### config.mk
export PLATFORM = sky130hd
export DESIGN_NAME = dcr_line_mem
export DESIGN_NICKNAME = d
export VERILOG_FILES = /design/src/sv/dcr_line_mem.sv
export SDC_FILE = /design/constraint.sdc
export NUM_CORES = 2
export LEC_CHECK = 0
export ABC_AREA = 1
export ABC_CLOCK_PERIOD_IN_PS = 2700
export BUFFER_PORTS_ARGS = -buffer_cell sky130_fd_sc_hd__buf_2
export CORE_ASPECT_RATIO = 0.5
export CORE_UTILIZATION = 26
export CTS_CLUSTER_DIAMETER = 80
export DETAILED_ROUTE_END_ITERATION = 10
export SETUP_SLACK_MARGIN = 0.02
export SLEW_MARGIN = 10
export SYNTH_ARGS = -nofsm -noshare
export SYNTH_HDL_FRONTEND = slang
export SYNTH_SLANG_ARGS = --single-unit
export TNS_END_PERCENT = 20
### constraint.sdc
create_clock -name i_clk -period 2.7 [get_ports i_clk]
set_clock_uncertainty 0.05 [all_clocks]
set_input_delay 0.675 -clock i_clk [delete_from_list [all_inputs] [get_ports i_clk]]
set_output_delay 0.675 -clock i_clk [all_outputs]
set_load 0.005 [all_outputs]
### src/sv/dcr_line_mem.sv
// ----------------------------------------------------------------------------
// dcr_line_mem
// Line store: one write port and one read port, registered read data.
// ----------------------------------------------------------------------------
module dcr_line_mem #(
    parameter int DEPTH  = 256,
    parameter int DATA_W = 8
) (
    input  logic                     i_clk,
    input  logic                     i_we,
    input  logic [$clog2(DEPTH)-1:0] i_waddr,
    input  logic [DATA_W-1:0]        i_wdata,
    input  logic                     i_re,
    input  logic [$clog2(DEPTH)-1:0] i_raddr,
    output logic [DATA_W-1:0]        o_rdata
);

    logic [DATA_W-1:0] r_mem [DEPTH];

    always_ff @(posedge i_clk) begin
        if (i_we) begin
            r_mem[i_waddr] <= i_wdata;
        end
    end

    always_ff @(posedge i_clk) begin
        if (i_re) begin
            o_rdata <= r_mem[i_raddr];
        end
    end

endmodule

==> impl_metrics.env <==
export IMPL_grt_pass1_vias=53800
export IMPL_max_cap_violations=0
export IMPL_via_count=56800
export IMPL_fmax_mhz=426
export IMPL_synth_compound_area_share_pct=0
export IMPL_rsz0062_at_grt="no"
export IMPL_place_detailed_hpwl_um=154000
export IMPL_clkSinkCount=2056
export IMPL_portBuffers=34
export IMPL_placed_area_mm2=0.0934
export IMPL_area_growth_pct=19.4
export IMPL_drtIter0Drc=7138
export IMPL_synthesis_nets=7030
export IMPL_hold_path_class="in2reg"
export IMPL_die_y_um=403
export IMPL_netlist_area_mm2=0.0835
export IMPL_hold_buffers=0
export IMPL_drc=0
export IMPL_final_common_cell="nand2_1"
export IMPL_synth_top_area_cell="edfxtp_1"
export IMPL_instances_no_fill=11900
export IMPL_relSlewSlack_pct=56.7
export IMPL_dp_cells=11500
export IMPL_synth_area_mux_share_pct=0
export IMPL_initial_core_util_pct=26.2
export IMPL_clock_path_buffers=3
export IMPL_setup_viol=0
export IMPL_leakage_nw=34.8
export IMPL_yosys_warnings=0
export IMPL_period_needed_ns=2.35
export IMPL_r2r_start="r_mem[189][6]"
export IMPL_ys_types=13
export IMPL_holdPathEnd="r_mem[131][2]"
export IMPL_cts_tree="built"
export IMPL_wl_per_cell_um=20.5
export IMPL_fin_crit_sh_pct=86.9
export IMPL_synthSimpleGateAreaFrac_pct=22.9
export IMPL_final_nets=7449
export IMPL_synth_xor_area_share_pct=0
export IMPL_yosys_area_share_adder_pct=0
export IMPL_postCtsResizedCells=0
export IMPL_grt_max_degree=69
export IMPL_grt_use_total_pct=14.6
export IMPL_dieArea_mm2=0.323
export IMPL_reg2reg_depth=10
export IMPL_overflow=0
export IMPL_ioPinCount=35
export IMPL_crit_fanout=27
export IMPL_synth_seq_cells=2056
export IMPL_hold_viol=0
export IMPL_r2r_end="o_rdata[6]"
export IMPL_cts_root_buf="clkbuf_16"
export IMPL_postSynthCellCount=7003
export IMPL_antenna_found_initial=16
export IMPL_critPathKind="in2reg"
export IMPL_status="completed"
export IMPL_min_path_cells=1
export IMPL_ys_top_cells_by_area="edfxtp_1 (74%), nand3_1 (12%), nand2_1 (9.5%), buf_2 (1.6%), nor2_1 (1.3%)"
export IMPL_drive_gt1_share_pct=12.9
export IMPL_avgSynthCellArea_um2=11.9
export IMPL_die_x_um=803
export IMPL_ant_nets=0
export IMPL_vdd_drop_max_v=0.000594
export IMPL_synth_top_area_share_pct=74.0
export IMPL_worstSetupEndpointType="flop"
export IMPL_place_congestion=0.885
export IMPL_startpoint="i_raddr[1]"
export IMPL_fillCellCount=31600
export IMPL_htree_levels=4
export IMPL_final_cell_mix="nand2_1 (2118), edfxtp_1 (2056), nand3_1 (2019)"
export IMPL_tightestPinTransition_ns=0.648
export IMPL_dr_pass1_iters=6
export IMPL_grt_pass1_wl_um=360000
export IMPL_post_route_cell_area_mm2=0.0997
export IMPL_cp_arrival_ns=2.89
export IMPL_synth_top_family_by_area="simple AND/OR/NAND/NOR gates"
export IMPL_clk_pin_slew_ns=0.06
export IMPL_cts_setup_buffers=0
export IMPL_cts_buffers=203
export IMPL_startpoint_type="input port"
export IMPL_clock_latency_ns=0.87
export IMPL_rows=146
export IMPL_worstHoldStart="i_wdata[2]"
export IMPL_ys_seq_area_share_pct=74.0
export IMPL_rrSetupSlack_ns=0.60
export IMPL_seqCellArea_mm2=0.0617
export IMPL_cp_required_ns=3.24
export IMPL_powerDensity_mw_per_mm2=671
export IMPL_core_area_mm2=0.318
export IMPL_finalWirelength_um=244000
export IMPL_viasPerCell=4.77
export IMPL_multi_input_area_mm2=0.0191
export IMPL_maxSlewViolCount=0
## flip-flops by register name (all words and copies together) (netlist names)
signal,flops
o_rdata,8
r_mem,2048
## worst max path at each step
stage | to | slack (ns) | cells past startpoint
floorplan | r_mem[162][0] | 0.48 | 4
global placement | o_rdata[6] | -0.47 | 14
detailed placement | o_rdata[6] | -0.44 | 14
CTS | o_rdata[6] | 0.33 | 1
global route | o_rdata[6] | 0.29 | 14
finish | o_rdata[0] | 0.35 | 13
## stage by stage
| step | worst slack [ns] | utilization (%) | hold WS [ns] | power [W] | setup TNS (ns) |
|---|---|---|---|---|---|
| after floorplan | 0.484 | - | 0.724 | 0.0381 | 0 |
| after global placement | -0.470 | 29.4 | 0.970 | 0.0404 | -2.89 |
| after detailed placement | -0.444 | 29.4 | 0.976 | 0.0404 | -2.70 |
| after CTS | 0.326 | 31.3 | 0.132 | 0.0673 | 0 |
| after global routing | 0.292 | 31.3 | 0.148 | 0.0688 | 0 |
| final | 0.354 | 31.4 | 0.185 | 0.0669 | 0 |
## critical path: stages
cell     delay [ns]
buf_8          0.14
inv_8          0.22
buf_12         0.23
buf_12         0.20
nand3_1        0.12
nand3_1        0.16
nand3_1        0.15
nand3_1        0.36
nand3_1        0.13
nand3_1        0.22
nand2_1        0.09
nand2_1        0.09
nand2_1        0.06
## layout make-up
type / instances / share of cell area, %
Timing Repair Buffer: 697 / 6.95
Multi-Input combinational cell: 4425 / 19.2
Clock buffer: 257 / 5.32
Inverter: 39 / 0.181
Clock inverter: 124 / 1.02
Sequential cell: 2056 / 61.9
Tap cell: 4292 / 5.39
Antenna cell: 9 / 0.0226
## logic make-up after synthesis
family | Yosys count
AND/OR/NAND/NOR | 4425
flip-flops | 2056
buffers and inverters | 522
## routing by layer
layer / up-vias / part of all wire (%) / wire (um) / track usage, %
met5: - / 0 / 0 / 0
met1: 27900 / 43 / 104000 / 20.6
met4: 0 / 3.2 / 7830 / 4.93
met3: 425 / 8.6 / 21100 / 2.44
met2: 2670 / 46 / 111000 / 22.9
li1: 25800 / - / - / -
## where the power goes
| part | switching, W | internal, W |
|---|---|---|
| clock network | 0.0122 | 0.0149 |
| logic | 0.00323 | 0.00134 |
| registers | 0.0000431 | 0.0352 |
| total | 0.0155 | 0.0514 |
## Yosys cell counts, drive strengths merged
cell type  number
edfxtp       2056
clkbuf        112
nand3        2019
nand2        2123
inv            39
nor2          283
buf           371
No activity file was read; power rests on OpenSTA's default activity.
