`src/sv/dcr_pkg.sv`:
```
// ----------------------------------------------------------------------------
// dcr_pkg
// Shared types and constants of the depthwise 3x3 convolution core.
// ----------------------------------------------------------------------------
package dcr_pkg;

    localparam int SAMPLE_W = 4;
    localparam int TAPS     = 9;
    localparam int WIN_W    = SAMPLE_W * TAPS;
    localparam int GEO_W    = 13;
    localparam int CFG_W    = 36;

    localparam logic [2:0] REG_KERNEL     = 3'd0;
    localparam logic [2:0] REG_BIAS       = 3'd1;
    localparam logic [2:0] REG_MULT       = 3'd2;
    localparam logic [2:0] REG_SHIFT      = 3'd3;
    localparam logic [2:0] REG_ZERO_POINT = 3'd4;
    localparam logic [2:0] REG_WIDTH      = 3'd5;
    localparam logic [2:0] REG_HEIGHT     = 3'd6;
    localparam logic [2:0] REG_STRIDE     = 3'd7;

    typedef struct packed {
        logic busy;
        logic done;
    } t_rq_status;

endpackage

```
`src/sv/dcr_requant.sv`:
```
// ----------------------------------------------------------------------------
// dcr_requant
// Multiply-accumulate of one 3x3 window and int8 requantization,
// four register stages, result held until acknowledged.
// ----------------------------------------------------------------------------
module dcr_requant (
    input  logic                             i_clk,
    input  logic                             i_rst_n,
    input  logic                             i_start,
    input  logic                             i_ack,
    input  logic [dcr_pkg::WIN_W-1:0]        i_window,
    input  logic [dcr_pkg::WIN_W-1:0]        i_weights,
    input  logic [31:0]                      i_bias,
    input  logic [31:0]                      i_mult,
    input  logic [4:0]                       i_shift,
    input  logic [7:0]                       i_zero_point,
    output logic [7:0]                       o_result,
    output dcr_pkg::t_rq_status              o_status
);
    import dcr_pkg::*;

    logic [3:0]          r_v;
    logic [31:0]         r_acc;
    logic signed [63:0]  r_prod;
    logic signed [32:0]  r_rnd;
    logic [7:0]          r_result;

    logic signed [11:0]  mac_sum;
    logic signed [7:0]   tap_prod;
    logic [31:0]         n_acc;
    logic signed [32:0]  rnd_sum;
    logic signed [32:0]  rnd_bias;
    logic signed [33:0]  zp_sum;
    logic [7:0]          n_result;

    always_comb begin
        mac_sum = '0;
        tap_prod = '0;
        for (int i = 0; i < TAPS; i++) begin
            tap_prod = $signed(i_window[SAMPLE_W*i +: SAMPLE_W])
                     * $signed(i_weights[SAMPLE_W*i +: SAMPLE_W]);
            mac_sum = mac_sum + 12'(tap_prod);
        end
        n_acc = i_bias + 32'(mac_sum);
    end

    always_comb begin
        rnd_bias = (i_shift == 5'd0) ? 33'sd0 : (33'sd1 <<< (i_shift - 5'd1));
        rnd_sum  = 33'($signed(r_prod[63:32])) + rnd_bias;
    end

    always_comb begin
        zp_sum = 34'(r_rnd) + 34'($signed(i_zero_point));
        if (zp_sum > 34'sd127) begin
            n_result = 8'h7f;
        end else if (zp_sum < -34'sd128) begin
            n_result = 8'h80;
        end else begin
            n_result = zp_sum[7:0];
        end
    end

    always_ff @(posedge i_clk) begin
        if (!i_rst_n) begin
            r_v <= '0;
        end else begin
            r_v[0] <= i_start;
            r_v[1] <= r_v[0];
            r_v[2] <= r_v[1];
            r_v[3] <= r_v[2] | (r_v[3] & !i_ack);
        end
    end

    always_ff @(posedge i_clk) begin
        if (i_start) begin
            r_acc <= n_acc;
        end
        if (r_v[0]) begin
            r_prod <= $signed(r_acc) * $signed(i_mult);
        end
        if (r_v[1]) begin
            r_rnd <= rnd_sum >>> i_shift;
        end
        if (r_v[2]) begin
            r_result <= n_result;
        end
    end

    assign o_result      = r_result;
    assign o_status.busy = |r_v[2:0];
    assign o_status.done = r_v[3];

endmodule

```
`config.mk`:
```
export PLATFORM = sky130hd
export DESIGN_NAME = dcr_requant
export DESIGN_NICKNAME = d
export VERILOG_FILES = /design/src/sv/dcr_pkg.sv /design/src/sv/dcr_requant.sv
export SDC_FILE = /design/constraint.sdc
export NUM_CORES = 2
export LEC_CHECK = 0
export BUFFER_PORTS_ARGS = -buffer_cell sky130_fd_sc_hd__buf_4
export CAP_MARGIN = 20
export CELL_PAD_IN_SITES_DETAIL_PLACEMENT = 1
export CELL_PAD_IN_SITES_GLOBAL_PLACEMENT = 2
export CORE_MARGIN = 3
export CORE_UTILIZATION = 38
export CTS_CLUSTER_SIZE = 28
export DETAILED_ROUTE_END_ITERATION = 7
export PLACE_DENSITY_LB_ADDON = 0.1
export REMOVE_ABC_BUFFERS = 1
export SYNTH_ARGS = -nofsm -noshare
export SYNTH_HDL_FRONTEND = slang
export SYNTH_SLANG_ARGS = --single-unit
```
`constraint.sdc`:
```
create_clock -name i_clk -period 11.1 [get_ports i_clk]
set_clock_uncertainty 0.2 [all_clocks]
set_input_delay 2.22 -clock i_clk [delete_from_list [all_inputs] [get_ports i_clk]]
set_output_delay 2.22 -clock i_clk [all_outputs]
set_load 0.05 [all_outputs]
```
==> flow_metrics.py <==
metrics = {
    "setup_path": {
        "path_common_cell": "fa_1",
        "rrSetupSlack_ns": 1.48,
        "crit_arrival_ns": 10.63,
        "critPathKind": "primary input to register",
        "cp_data_required_time_ns": 11.07,
        "crit_path_end_kind": "register",
        "max_stage_delay_ns": 0.63,
        "crit_path_top_delay_cell": "fa_1",
        "critPathLaunchType": "primary input",
        "crit_fanout": 8,
    },
    "sta": {
        "timing.final.crit_share_pct": 96.00,
        "finalMaxSlewViolations": 0,
        "max_slew.worst_pin.slew_ns": 1.062,
        "finalSetupViolations": 0,
        "finalHoldViolCount": 0,
        "relSlewSlack_pct": 29.18,
        "fmax_ghz": 0.09385,
        "period_minus_slack_ns": 10.66,
    },
    "synthesis": {
        "synth_flop_cell": "edfxtp_1",
        "synth_area_leaders": "fa_1 (49%), inv_1 (10%), ha_1 (8.2%)",
        "netlist_instances": 5771,
        "synthesis.area_sq_um": 52970,
        "synthDistinctLibCells": 95,
        "yosysWarnings": 0,
        "async_reset_ff_share_pct": 0,
        "ys_seq_area_share_pct": 6.104,
        "synth_edf_count": 105,
        "yosys.area.top_type": "fa_1",
        "syn_area_per_cell_sq_um": 9.179,
        "synth_top_area_share_pct": 49.43,
        "ys_seq_elements": 109,
    },
    "clock_network": {
        "cts_tree": "done",
        "clock_sinks": 109,
        "worstSkewPairLatency_ns": 0.44,
        "ctsHoldBuffers": 0,
        "clkSlewWorstSetupHoldPaths_ns": 0.10,
        "ctsHtreeMaxLevel": 3,
        "cts_root_buf": "clkbuf_16",
        "cts_buffers": 9,
        "cts_max_path_buffers": 2,
    },
    "final_layout": {
        "diodes": 0,
        "fill_cells": 16050,
        "final_common_cell": "inv_1",
        "mostFrequentLayoutCells": "inv_1 (1,441), fa_1 (1,306), nand2_1 (899), buf_4 (383), ha_1 (349)",
        "stdcell_count": 7797,
        "nets": 7739,
        "drive_above_1_share_pct": 7.718,
        "area.growth.synth_to_final_pct": 8.940,
    },
    "routing": {
        "drc": 0,
        "dr_total_vias": 38800,
        "wl_met2_mm": 79.35,
        "drt-initial-drc-count": 1798,
        "top_layer": "met5",
        "ant_nets": 0,
        "routed_wl_mm": 169.9,
        "dr_wl_met3_mm": 9.243,
        "wl_per_cell_um": 21.79,
        "viasPerCell": 4.976,
        "firstDrtPassIters": 5,
        "met1_length_mm": 77.02,
    },
    "floorplanning": {
        "ios": 163,
        "die_w_um": 379.4,
        "coreArea_sq_um": 138000,
        "die_area_sq_um": 143900,
        "die_h_um": 379.4,
        "initial_core_util_pct": 38.38,
        "row_count": 136,
    },
    "grt": {
        "grt_first_pass_wirelength_mm": 265.7,
        "grt_pass1_vias": 44490,
        "antenna_found_initial": 7,
        "gr-total-overflow": 0,
        "grtUsageTotal_pct": 24.61,
        "grt_start_max_net_pins": 47,
    },
    "placed_design": {
        "portBuffers": 162,
        "place_inst": 7780,
        "place_hpwl_mm": 148.4,
        "gp_congestion": 0.8763,
    },
    "run_status": {
        "status": "completed",
    },
    "worst_hold_path": {
        "hold_class": "register to register",
    },
    "run": {
        "maxCapViolCount": 0,
    },
}
[Yosys cell counts (all sizes together) (7+ instances only)]
| cell type | n |
|---|---|
| and2 | 328 |
| fa | 1308 |
| clkbuf | 230 |
| edfxtp | 105 |
| o21ai | 89 |
| o31ai | 11 |
| buf | 11 |
| nor2 | 124 |
| o22ai | 16 |
| a211oi | 32 |
| ha | 349 |
| a21boi | 8 |
| xor2 | 41 |
| and3 | 11 |
| a2111oi | 7 |
| nor2b | 35 |
| nand3b | 8 |
| nand2b | 65 |
| mux4 | 9 |
| a21oi | 145 |
| o21a | 22 |
| o2111ai | 8 |
| nand3 | 31 |
| mux2 | 9 |
| nor3 | 39 |
| a31oi | 14 |
| nand2 | 899 |
| o211ai | 7 |
| or3 | 15 |
| a211o | 9 |
| nand4 | 9 |
| xnor2 | 109 |
| o21bai | 21 |
| inv | 1443 |
| nor4 | 14 |
| mux2i | 22 |
| a21o | 77 |
[sequential cells by signal, indices dropped and copies added, names as in the netlist]
name	flops
r_acc	32
o_result	8
r_rnd	33
r_v	4
r_prod	32
[metal layers]
| metal | global-route usage, % | vias to the layer above |
|---|---|---|
| li1 | - | 17460 |
| met3 | 4.043 | 140 |
| met2 | 40.53 | 768 |
| met4 | 5.798 | 2 |
| met5 | 0 | - |
| met1 | 33.98 | 20430 |
[cell type report]
class	count	area [sq um]	share of cell area, %
timing repair buffer	389	2995	5.191
inverter	1445	5424	9.399
sequential	109	3233	5.603
tap	1863	2331	4.039
multi-input combinational	3975	43410	75.22
clock inverter	7	91.34	0.1583
clock buffer	9	225.2	0.3903
[worst max-delay path: cells and delay by family]
family | cells | cell delay (ns)
xor+xnor | 2 | 0.35
simple gates | 4 | 0.62
compound gates | 13 | 2.07
buf+inv | 7 | 0.62
fa+ha+maj | 10 | 4.75
[logic make-up (layout without fill, tap and decap cells)]
family	count (synthesis)	count (layout)	share of synthesized area, %
XOR/XNOR	150	150	2.480
adder cells (fa/ha/maj)	1657	1657	57.68
buffers and inverters	1687	1850	12.01
flip-flops	109	109	6.104
AO/OA/AOI/OAI	525	525	6.661
multiplexers	40	40	0.9897
AND/OR/NAND/NOR	1603	1603	14.08
[path summary, 6_finish.rpt]
check	from	endpoint	cells after the start
hold reg to reg	r_v[3]$_SDFF_PN0_	r_v[3]$_SDFF_PN0_	2
setup reg to reg	r_acc[10]$_DFFE_PP_	r_prod[63]$_DFFE_PP_	31
setup / recovery	i_window[9]	r_acc[31]$_DFFE_PP_	36
hold / removal	r_v[3]$_SDFF_PN0_	r_v[3]$_SDFF_PN0_	2
[stage by stage]
step	util, %	area [sq um]	setup slack, ns	setup TNS, ns	hold WS (ns)
floorplan	-	52030	-0.3104	-0.9135	0.3779
global placement	41.55	57350	-0.1938	-0.5357	0.3684
detailed placement	41.55	57350	-0.3042	-1.067	0.3936
CTS	41.78	57660	0.1609	0	0.4220
global route	41.82	57710	-0.004131	-0.004131	0.4491
finish	41.82	57710	0.4442	0	0.4120
[what timing repair did]
item,4_1_cts,5_1_grt
setup buffers,0,1
resized for setup,0,7
hold endpoints to repair,0,0
endpoints found under the setup margin,0,7
Power is not shown: default switching activity piles up to over one toggle a cycle in this logic, so the estimate is an artifact.
